==> src/lrapq_pkg.sv <==
// Shared widths, codes and controller/datapath interface types for the lazy range-assign tree.
`default_nettype none
package lrapq_pkg;

	localparam int POS_W = 11;
	localparam int LEAVES_DEF = 1024;
	localparam logic [POS_W-1:0] LEAF_COUNT_RST = 11'd1024;

	localparam int NODE_W = 2;
	localparam int VAL_BIT = 1;
	localparam int MARK_BIT = 0;

	localparam logic SLOT_LO = 1'b0;
	localparam logic SLOT_HI = 1'b1;

	localparam logic KIND_ASSIGN = 1'b0;
	localparam logic KIND_QUERY = 1'b1;

	typedef enum logic [2:0] {
		WR_NONE = 3'd0,
		WR_CLEAR = 3'd1,
		WR_ROOT = 3'd2,
		WR_PARENT = 3'd3,
		WR_CHILD_A = 3'd4,
		WR_CHILD_B = 3'd5
	} wr_op_t;

	typedef struct packed {
		logic load;
		logic rd;
		logic slot;
		wr_op_t wr_op;
		logic step;
		logic take_leaf;
		logic out_load;
	} dp_cmd_t;

	typedef struct packed {
		logic clr_done;
		logic query;
		logic empty;
		logic root_exact;
		logic oob;
		logic act0;
		logic act1;
		logic dup;
		logic out_free;
	} dp_status_t;

endpackage
`default_nettype wire

==> src/lrapq_ctrl.sv <==
// Controller state machine: clearing pass, level walk over boundary nodes, result hand-off.
`default_nettype none
module lrapq_ctrl import lrapq_pkg::*; (
	input wire logic clk,
	input wire logic arst_n,
	input wire logic req_valid,
	output logic req_ready,
	input wire dp_status_t st,
	output dp_cmd_t cmd
);

	typedef enum logic [12:0] {
		S_CLEAR = 13'b0000000000001,
		S_IDLE = 13'b0000000000010,
		S_START = 13'b0000000000100,
		S_ROOT_WR = 13'b0000000001000,
		S_LEVEL = 13'b0000000010000,
		S_RD = 13'b0000000100000,
		S_PUSH = 13'b0000001000000,
		S_WR_A = 13'b0000010000000,
		S_WR_B = 13'b0000100000000,
		S_STEP = 13'b0001000000000,
		S_LEAF_RD = 13'b0010000000000,
		S_LEAF_WAIT = 13'b0100000000000,
		S_RESULT = 13'b1000000000000
	} state_t;

	state_t state_q, state_d;
	logic slot_q, slot_d;

	always_ff @(posedge clk or negedge arst_n) begin
		if (!arst_n) begin
			state_q <= S_CLEAR;
			slot_q <= SLOT_LO;
		end else begin
			state_q <= state_d;
			slot_q <= slot_d;
		end
	end

	assign req_ready = (state_q == S_IDLE);

	always_comb begin
		state_d = state_q;
		slot_d = slot_q;
		cmd = '0;
		cmd.wr_op = WR_NONE;
		cmd.slot = slot_q;
		case (state_q)
			S_CLEAR: begin
				cmd.wr_op = WR_CLEAR;
				if (st.clr_done) begin
					state_d = S_IDLE;
				end
			end
			S_IDLE: begin
				if (req_valid) begin
					cmd.load = 1'b1;
					state_d = S_START;
				end
			end
			S_START: begin
				if (st.query) begin
					state_d = st.oob ? S_RESULT : S_LEVEL;
				end else if (st.empty) begin
					state_d = S_IDLE;
				end else if (st.root_exact) begin
					state_d = S_ROOT_WR;
				end else begin
					state_d = S_LEVEL;
				end
			end
			S_ROOT_WR: begin
				cmd.wr_op = WR_ROOT;
				state_d = S_IDLE;
			end
			S_LEVEL: begin
				if (st.act0) begin
					slot_d = SLOT_LO;
					state_d = S_RD;
				end else if (st.act1) begin
					slot_d = SLOT_HI;
					state_d = S_RD;
				end else if (st.query) begin
					state_d = S_LEAF_RD;
				end else begin
					state_d = S_IDLE;
				end
			end
			S_RD: begin
				cmd.rd = 1'b1;
				state_d = S_PUSH;
			end
			S_PUSH: begin
				cmd.wr_op = WR_PARENT;
				state_d = S_WR_A;
			end
			S_WR_A: begin
				cmd.wr_op = WR_CHILD_A;
				state_d = S_WR_B;
			end
			S_WR_B: begin
				cmd.wr_op = WR_CHILD_B;
				if (slot_q == SLOT_LO && st.act1 && !st.dup) begin
					slot_d = SLOT_HI;
					state_d = S_RD;
				end else begin
					state_d = S_STEP;
				end
			end
			S_STEP: begin
				cmd.step = 1'b1;
				state_d = S_LEVEL;
			end
			S_LEAF_RD: begin
				cmd.rd = 1'b1;
				cmd.slot = SLOT_LO;
				state_d = S_LEAF_WAIT;
			end
			S_LEAF_WAIT: begin
				cmd.take_leaf = 1'b1;
				state_d = S_RESULT;
			end
			S_RESULT: begin
				if (st.out_free) begin
					cmd.out_load = 1'b1;
					state_d = S_IDLE;
				end
			end
			default: begin
				state_d = S_IDLE;
			end
		endcase
	end

endmodule
`default_nettype wire

==> config.mk <==
export PLATFORM = sky130hd
export DESIGN_NAME = lrapq_ctrl
export DESIGN_NICKNAME = d
export VERILOG_FILES = /design/src/lrapq_pkg.sv /design/src/lrapq_ctrl.sv
export SDC_FILE = /design/constraint.sdc
export NUM_CORES = 1
export LEC_CHECK = 0
export ABC_AREA = 1
export BUFFER_PORTS_ARGS = -buffer_cell sky130_fd_sc_hd__buf_2
export CORE_AREA = 2 2 49 51
export DETAILED_ROUTE_END_ITERATION = 8
export DIE_AREA = 0 0 51 53
export GPL_TIMING_DRIVEN = 0
export PLACE_DENSITY = 0.71
export SYNTH_ARGS = -nofsm -noshare
export SYNTH_HDL_FRONTEND = slang
export SYNTH_SLANG_ARGS = --single-unit
==> constraint.sdc <==
create_clock -name clk -period 2.25 [get_ports clk]
set_input_delay 0 -clock clk [delete_from_list [all_inputs] [get_ports clk]]
set_output_delay 0 -clock clk [all_outputs]
set_load 0.05 [all_outputs]
==> results of run 1 <==
## worst reg2reg max path, stage by stage (launching register included)
cell	delay (ns)
sky130_fd_sc_hd__dfrtp_1	0.44
sky130_fd_sc_hd__nor2_4	0.17
sky130_fd_sc_hd__nand2_4	0.08
sky130_fd_sc_hd__nor2_4	0.12
sky130_fd_sc_hd__buf_12	0.16
sky130_fd_sc_hd__nand2_2	0.09
sky130_fd_sc_hd__nor4_2	0.13
sky130_fd_sc_hd__dlygate4sd3_1	0.57
## Yosys cell counts (all sizes together)
cell    instances
a21oi           2
buf             1
dfrtp          13
dfstp           1
inv            25
nand2          33
nand3          12
nand3b          1
nand4           2
nor2           35
nor4            2
o211ai          1
o21ai           3
o31ai           1
o41ai           1
## area by class of cell
class	count	area [um2]	area share
clock buffers	4	26.3	0.0205
well taps	28	35.0	0.0273
multi-input cells	93	569	0.444
plain buffers	1	20.0	0.0156
flip-flops and latches	14	352	0.274
repair buffers	29	185	0.145
inverters	25	93.8	0.0732
## state kept, by name, summed over array words and instances, names as in the netlist
name     cells
state_q     13
slot_q       1
## final timing paths
kind	start	endpoint	slack [ns]
min reg2reg	slot_q$_DFFE_PN0P_	slot_q$_DFFE_PN0P_	0.56
min in group asynchronous	arst_n	state_q[9]$_DFFE_PN0P_	0.12
max	state_q[10]$_DFFE_PN0P_	state_q[3]$_DFFE_PN0P_	0.42
max in group asynchronous	arst_n	state_q[0]$_DFFE_PN1P_	1.83
max reg2reg	state_q[10]$_DFFE_PN0P_	state_q[3]$_DFFE_PN0P_	0.42
min	st[4]	state_q[12]$_DFFE_PN0P_	0.02
## report_power, final
| part | leakage [nW] | switching [W] | total [W] | internal (W) |
|---|---|---|---|---|
| Clock | 0.0150 | 0.0000883 | 0.000157 | 0.0000690 |
| Combinational | 0.557 | 0.000328 | 0.000471 | 0.000142 |
| Sequential | 0.185 | 0.0000252 | 0.000306 | 0.000281 |
## stage by stage
| step | util | worst slack, ns | instances | cell area (um2) |
|---|---|---|---|---|
| after floorplan | - | 0.590 | 133 | 1030 |
| final | 0.596 | 0.420 | 194 | 1280 |
| after detailed placement | 0.547 | 0.821 | 182 | 1170 |
| after global routing | 0.596 | 0.260 | 194 | 1280 |
| after CTS | 0.596 | 0.432 | 194 | 1280 |
| after global placement | 0.547 | 0.855 | 182 | 1170 |
## per-layer routing
layer | up-vias | share of wire | GRT usage
met5 | - | 0 | 0
met4 | 0 | 0.026 | 0.135
met3 | 5 | 0.020 | 0.0198
met2 | 17 | 0.51 | 0.323
met1 | 437 | 0.45 | 0.246
li1 | 477 | - | -
## cell families (layout without fill, tap and decap cells)
group | after synthesis | in the layout | share of synthesized area
AOI/OAI and AO/OA | 8 | 8 | 0.0548
buffers and inverters | 26 | 59 | 0.111
DFF | 14 | 14 | 0.342
and+or+nand+nor | 85 | 85 | 0.492
==> run_results.csv, run 1 <==
group,metric,value,unit
run_status,status,"complete, no violations",
cts,root_buffer,"sky130_fd_sc_hd__clkbuf_4",
yosys,syn_area,1030,um2
yosys,synth_top_area_share,0.317,
yosys,yosys_warnings,0,
floorplan,die_width,51,um
flow_run,maxcap_violations,0,
power,worst_ir_drop_vdd,0.589,mV
setup_path,slowest_delay,0.57,ns
cts,clkTransAtPathRegs,0.09,ns
drt,drt_pass1_iterations,4,
cts,count_of_hold_buffers_inserted_by_post_cts_repair,8,
final_layout,layout_common_cells,"sky130_fd_sc_hd__inv_1 (25), sky130_fd_sc_hd__nor2_1 (23), sky130_fd_sc_hd__nand2_1 (21), sky130_fd_sc_hd__buf_2 (21), sky130_fd_sc_hd__dfrtp_1 (13)",
power,total_power,0.000934,W
cts,insertion_delay,0.29,ns
final_layout,area_overhead_of_the_layout_relative_to_synthesis,24.7,%
drt,drtIter0Drc,10,
grt,antenna_found_initial,0,
timing,finalSetupViolations,0,
timing,worst_hold_slack,0.0206,ns
setup_path,cp_cell_sequence,"nor2_4 > nand2_4 > nor2_4 > buf_12 > nand2_2 > nor4_2 > dlygate4sd3_1",
timing,fmax,547,MHz
setup_path,start_kind,"register",
setup_path,worst_path_dominant_cell_family,"buffers and inverters",
timing,slew_violations,0,
final_layout,nNetsFinal,179,
grt,grt_first_pass_wirelength,3.87,mm
setup_path,criticalPathCategory,"register to register",
floorplan,core,2150,um2
setup_path,critical_path_required,2.48,ns
timing,post-route-min-period,1.83,ns
yosys,post_synth_main_area_contributors,"sky130_fd_sc_hd__dfrtp_1 (32%), sky130_fd_sc_hd__inv_1 (9.1%), sky130_fd_sc_hd__nor2_1 (8.4%)",
final_layout,most_common_cell_after_layout_fill_and_taps_aside,"sky130_fd_sc_hd__inv_1",
setup_path,worst-path-buf-inv,2,
floorplan,num_io_pins,22,
setup_path,critical-path-top-cell-by-count,"sky130_fd_sc_hd__nor2_4",
drt,drt_wl_total,2.24,mm
cts,cts_made_buffers,3,
timing,clock-skew-final,0.00500,ns
cts,cts_post_setup_buffers_inserted,0,
cts,htreeDepth,1,
timing,finalCritPeriodShare,0.813,
yosys,synth_top_cell_by_area,"sky130_fd_sc_hd__dfrtp_1",
floorplan,initial_utilization,0.478,
grt,gr-usage-all-layers,0.198,
setup_path,cp.arrival,2.06,ns
final_layout,share_of_post_route_cells_with_drive_strength_above_1,0.337,
placement,detailed_place_hpwl,1.76,mm
timing,max_slew_margin,0.784,
power,total_leakage_power,0.756,nW
cts,cts_buffer_depth,2,
floorplan,fp.dieArea,2700,um2
yosys,synth.distinct_cells,26,
setup_path,r2r_cells,7,
worst_hold_path,path_type_of_the_worst_min_delay_path,"primary input to register",
floorplan,fp.dieH,53,um
placement,globalplace.congestion,0.776,
power,powerDensity,729,nW/um2
floorplan,fp_rows,17,
worst_hold_path,whs_path_depth,3,
yosys,synthesis.nets,145,
grt,grt_max_degree,15,
yosys,avgSynthCellArea,7.72,um2
cts,cts_tree,"yes",
drt,routed-via-count,936,
timing,setup_total_negative_slack,0,ns
setup_path,critical_path.max_fanout,10,
placement,buffer_ports.inserted,21,
yosys,synth.yosys.seq_area_share,0.342,
setup_path,timing.critical_path.depth,7,
grt,first_global_vias,927,
timing,worst-slew-pin-transition,0.324,ns
grt,grt_remaining_overflow,0,
drt,ant_nets,0,
final_layout,antennaDiodeCount,0,
final_layout,layout.filler_cells,212,
setup_path,cp-end-kind,"register",
drt,route.detailed.vias_per_inst,4.82,
timing,timing.final.hold_violations,0,
cts,cts_num_sinks,14,
yosys,syn_inst,133,
drt,avgRoutedWirePerCell,11.5,um
cts,ctsResizeCount,0,
drt,drt_drc_violations_left,0,
timing,grt_setup_unrepaired,"false",
yosys,synth.ff_latch_count,14,
setup_path,worst_path_max_delay_cell,"sky130_fd_sc_hd__dlygate4sd3_1",
(Power assumes the default switching activity.)
==> run 2, diff against run 1 <==
Settings changed: ABC_AREA 1 to 0, CORE_AREA 2 2 49 51 to 2 2 47 49, DIE_AREA 0 0 51 53 to 0 0 49 51.
Clock period 2.25 ns to 1.85 ns, I/O delays scaled along.
==> run_results.csv, run 2 <==
group,metric,value,unit
final_layout,area_overhead_of_the_layout_relative_to_synthesis,84.6,%
grt,grt_first_pass_wirelength,4.74,mm
placement,buffer_ports.inserted,21,
timing,setup_total_negative_slack,-2.50,ns
setup_path,start_kind,"register",
drt,ant_nets,0,
final_layout,antennaDiodeCount,0,
timing,post-route-min-period,2.20,ns
drt,drt-met1-wl,1.61,mm
setup_path,critical_path.max_fanout,5,
drt,routed-via-count,1129,
floorplan,initial_utilization,0.446,
placement,detailed_place_hpwl,1.75,mm
floorplan,core,2060,um2
worst_hold_path,path_type_of_the_worst_min_delay_path,"primary input to register",
yosys,post_synth_main_area_contributors,"sky130_fd_sc_hd__dfrtp_1 (35%), sky130_fd_sc_hd__or4b_2 (5.4%), sky130_fd_sc_hd__nor4_1 (4.8%)",
cts,clkTransAtPathRegs,0.10,ns
yosys,yosys_warnings,0,
final_layout,nNetsFinal,172,
setup_path,cp-end-kind,"register",
yosys,syn_area,920,um2
cts,cts_made_buffers,3,
yosys,synth_top_area_share,0.354,
drt,met2_wirelength,2.04,mm
yosys,avgSynthCellArea,9.89,um2
run_status,violations,"negative setup slack",
timing,timing.final.hold_violations,0,
power,total_leakage_power,0.782,nW
floorplan,fp_rows,17,
drt,drt_pass1_iterations,4,
yosys,synth-edff-count,0,
cts,root_buffer,"sky130_fd_sc_hd__clkbuf_4",
yosys,syn_inst,93,
final_layout,layout_common_cells,"sky130_fd_sc_hd__buf_4 (31), sky130_fd_sc_hd__buf_2 (11), sky130_fd_sc_hd__dlygate4sd3_1 (9), sky130_fd_sc_hd__buf_6 (9), sky130_fd_sc_hd__dfrtp_2 (9)",
cts,cts_buffer_depth,2,
grt,grt_max_degree,15,
drt,drt_wl_total,3.86,mm
timing,grt_setup_unrepaired,"true",
cts,htreeDepth,1,
floorplan,fp.dieArea,2500,um2
power,powerDensity,843,nW/um2
power,worst_ir_drop_vdd,0.780,mV
final_layout,share_of_post_route_cells_with_drive_strength_above_1,0.635,
timing,fmax,455,MHz
drt,route.detailed.vias_per_inst,6.04,
setup_path,cp.arrival,2.39,ns
flow_run,maxcap_violations,0,
floorplan,num_io_pins,22,
drt,met3WireLength,154,um
final_layout,registers.top_by_ff_count,"state_q",
run_status,status,"complete, but fails checks",
yosys,synth_top_cell_by_area,"sky130_fd_sc_hd__dfrtp_1",
cts,cts_tree,"yes",
drt,drt_drc_violations_left,0,
cts,cts_num_sinks,14,
placement,globalplace.congestion,0.845,
yosys,synth.distinct_cells,41,
timing,finalSetupViolations,14,
cts,insertion_delay,0.29,ns
final_layout,largestRegisters,"state_q x13, slot_q x1",
final_layout,layout.core_utilization,0.823,
drt,avgRoutedWirePerCell,20.7,um
grt,gr-usage-all-layers,0.254,
grt,grt_remaining_overflow,0,
drt,highest_metal_layer_used_by_the_detailed_router,"met4",
drt,drtIter0Drc,40,
floorplan,fp.dieH,51,um
yosys,async_flop_share,1.00,
grt,antenna_found_initial,0,
timing,slew_violations,0,
final_layout,largest_register_ffs,13,
timing,max_slew_margin,0.724,
yosys,synth.yosys.seq_area_share,0.382,
final_layout,most_common_cell_after_layout_fill_and_taps_aside,"sky130_fd_sc_hd__buf_4",
yosys,synth.top_cells.by_count,"sky130_fd_sc_hd__dfrtp_1 (13), sky130_fd_sc_hd__nor2_1 (10), sky130_fd_sc_hd__nor4_1 (7)",
yosys,dominantRegCellSynth,"sky130_fd_sc_hd__dfrtp_1",
yosys,synthesis.nets,105,
timing,worst-slew-pin-transition,0.409,ns
timing,clock-skew-final,0.00251,ns
yosys,synth.most_common_cell,"sky130_fd_sc_hd__dfrtp_1",
timing,finalCritPeriodShare,1.19,
yosys,synth.ff_latch_count,14,
grt,first_global_vias,1034,
timing,setup_ws,-0.347,ns
floorplan,die_width,49,um
setup_path,critical_path_required,2.04,ns
setup_path,criticalPathCategory,"register to register",
run 2: per-stage QoR:
step                      instance area (um2)  std cells  hold slack [ns]  setup slack (ns)  power, W
after floorplan                           965         93           -0.296            -0.193  0.000722
after global placement                   1100        142          -0.0857            -0.336  0.000808
after detailed placement                 1100        142          -0.0835            -0.351  0.000816
after CTS                                1520        174          0.00525            -0.256   0.00126
after global routing                     1700        187           0.0282            -0.424   0.00148
final                                    1700        187          0.00558            -0.347   0.00143
run 2: worst paths after layout:
kind / start / to / slack (ns) / depth (start not counted)
setup reg to reg: state_q[9]$_DFFE_PN0P_ / slot_q$_DFFE_PN0P_ / -0.35 / 6
hold reg to reg: slot_q$_DFFE_PN0P_ / slot_q$_DFFE_PN0P_ / 0.62 / 1
max in group asynchronous: arst_n / state_q[0]$_DFFE_PN1P_ / 1.43 / 2
min in group asynchronous: arst_n / state_q[8]$_DFFE_PN0P_ / 0.13 / 2
hold / removal: st[6] / state_q[3]$_DFFE_PN0P_ / 0.006 / 2
setup / recovery: state_q[9]$_DFFE_PN0P_ / slot_q$_DFFE_PN0P_ / -0.35 / 6
run 2: final cells by class:
type,instances,area (um2)
buffer,1,7.51
clock buffer,4,36.3
fill,104,365
inverter,4,15.0
multi-input combinational,74,724
sequential,14,363
tap,28,35.0
timing repair buffer,62,517
run 2: critical path, stage by stage, from the launching register on:
cell and delay (ns):
sky130_fd_sc_hd__dfrtp_2 0.46, sky130_fd_sc_hd__or4_4 0.60, sky130_fd_sc_hd__nor3_4 0.27, sky130_fd_sc_hd__nand4_4 0.12, sky130_fd_sc_hd__buf_4 0.17, sky130_fd_sc_hd__mux2_2 0.28, sky130_fd_sc_hd__o22a_1 0.19
run 2: routing by layer:
layer,up-vias,track usage
met1,568,0.312
met5,-,0
met4,0,0.129
met2,54,0.447
li1,498,-
met3,9,0.0234
run 2: what timing repair did:
action / 4_1_cts / 5_1_grt
pin swaps: 7 / 8
hold buffers: 9 / 0
setup buffers: 19 / 13
endpoints found under the setup margin: 16 / 16
gates resized for setup: 37 / 24
gates cloned: 0 / 0
hold endpoints to repair: 21 / 0
run 2: cell families after synthesis:
family | count (synthesis) | share of synthesized area
and+or+nand+nor | 56 | 0.430
buffers and inverters | 5 | 0.0245
xor gates and xnor gates | 2 | 0.0191
DFF | 14 | 0.382
muxes | 1 | 0.0122
AOI/OAI and AO/OA | 15 | 0.132
run 2: power breakdown:
group,switching (W),internal [W],total (W)
clock network,0.000122,0.000120,0.000242
logic,0.000398,0.000403,0.000801
registers,0.0000547,0.000333,0.000388
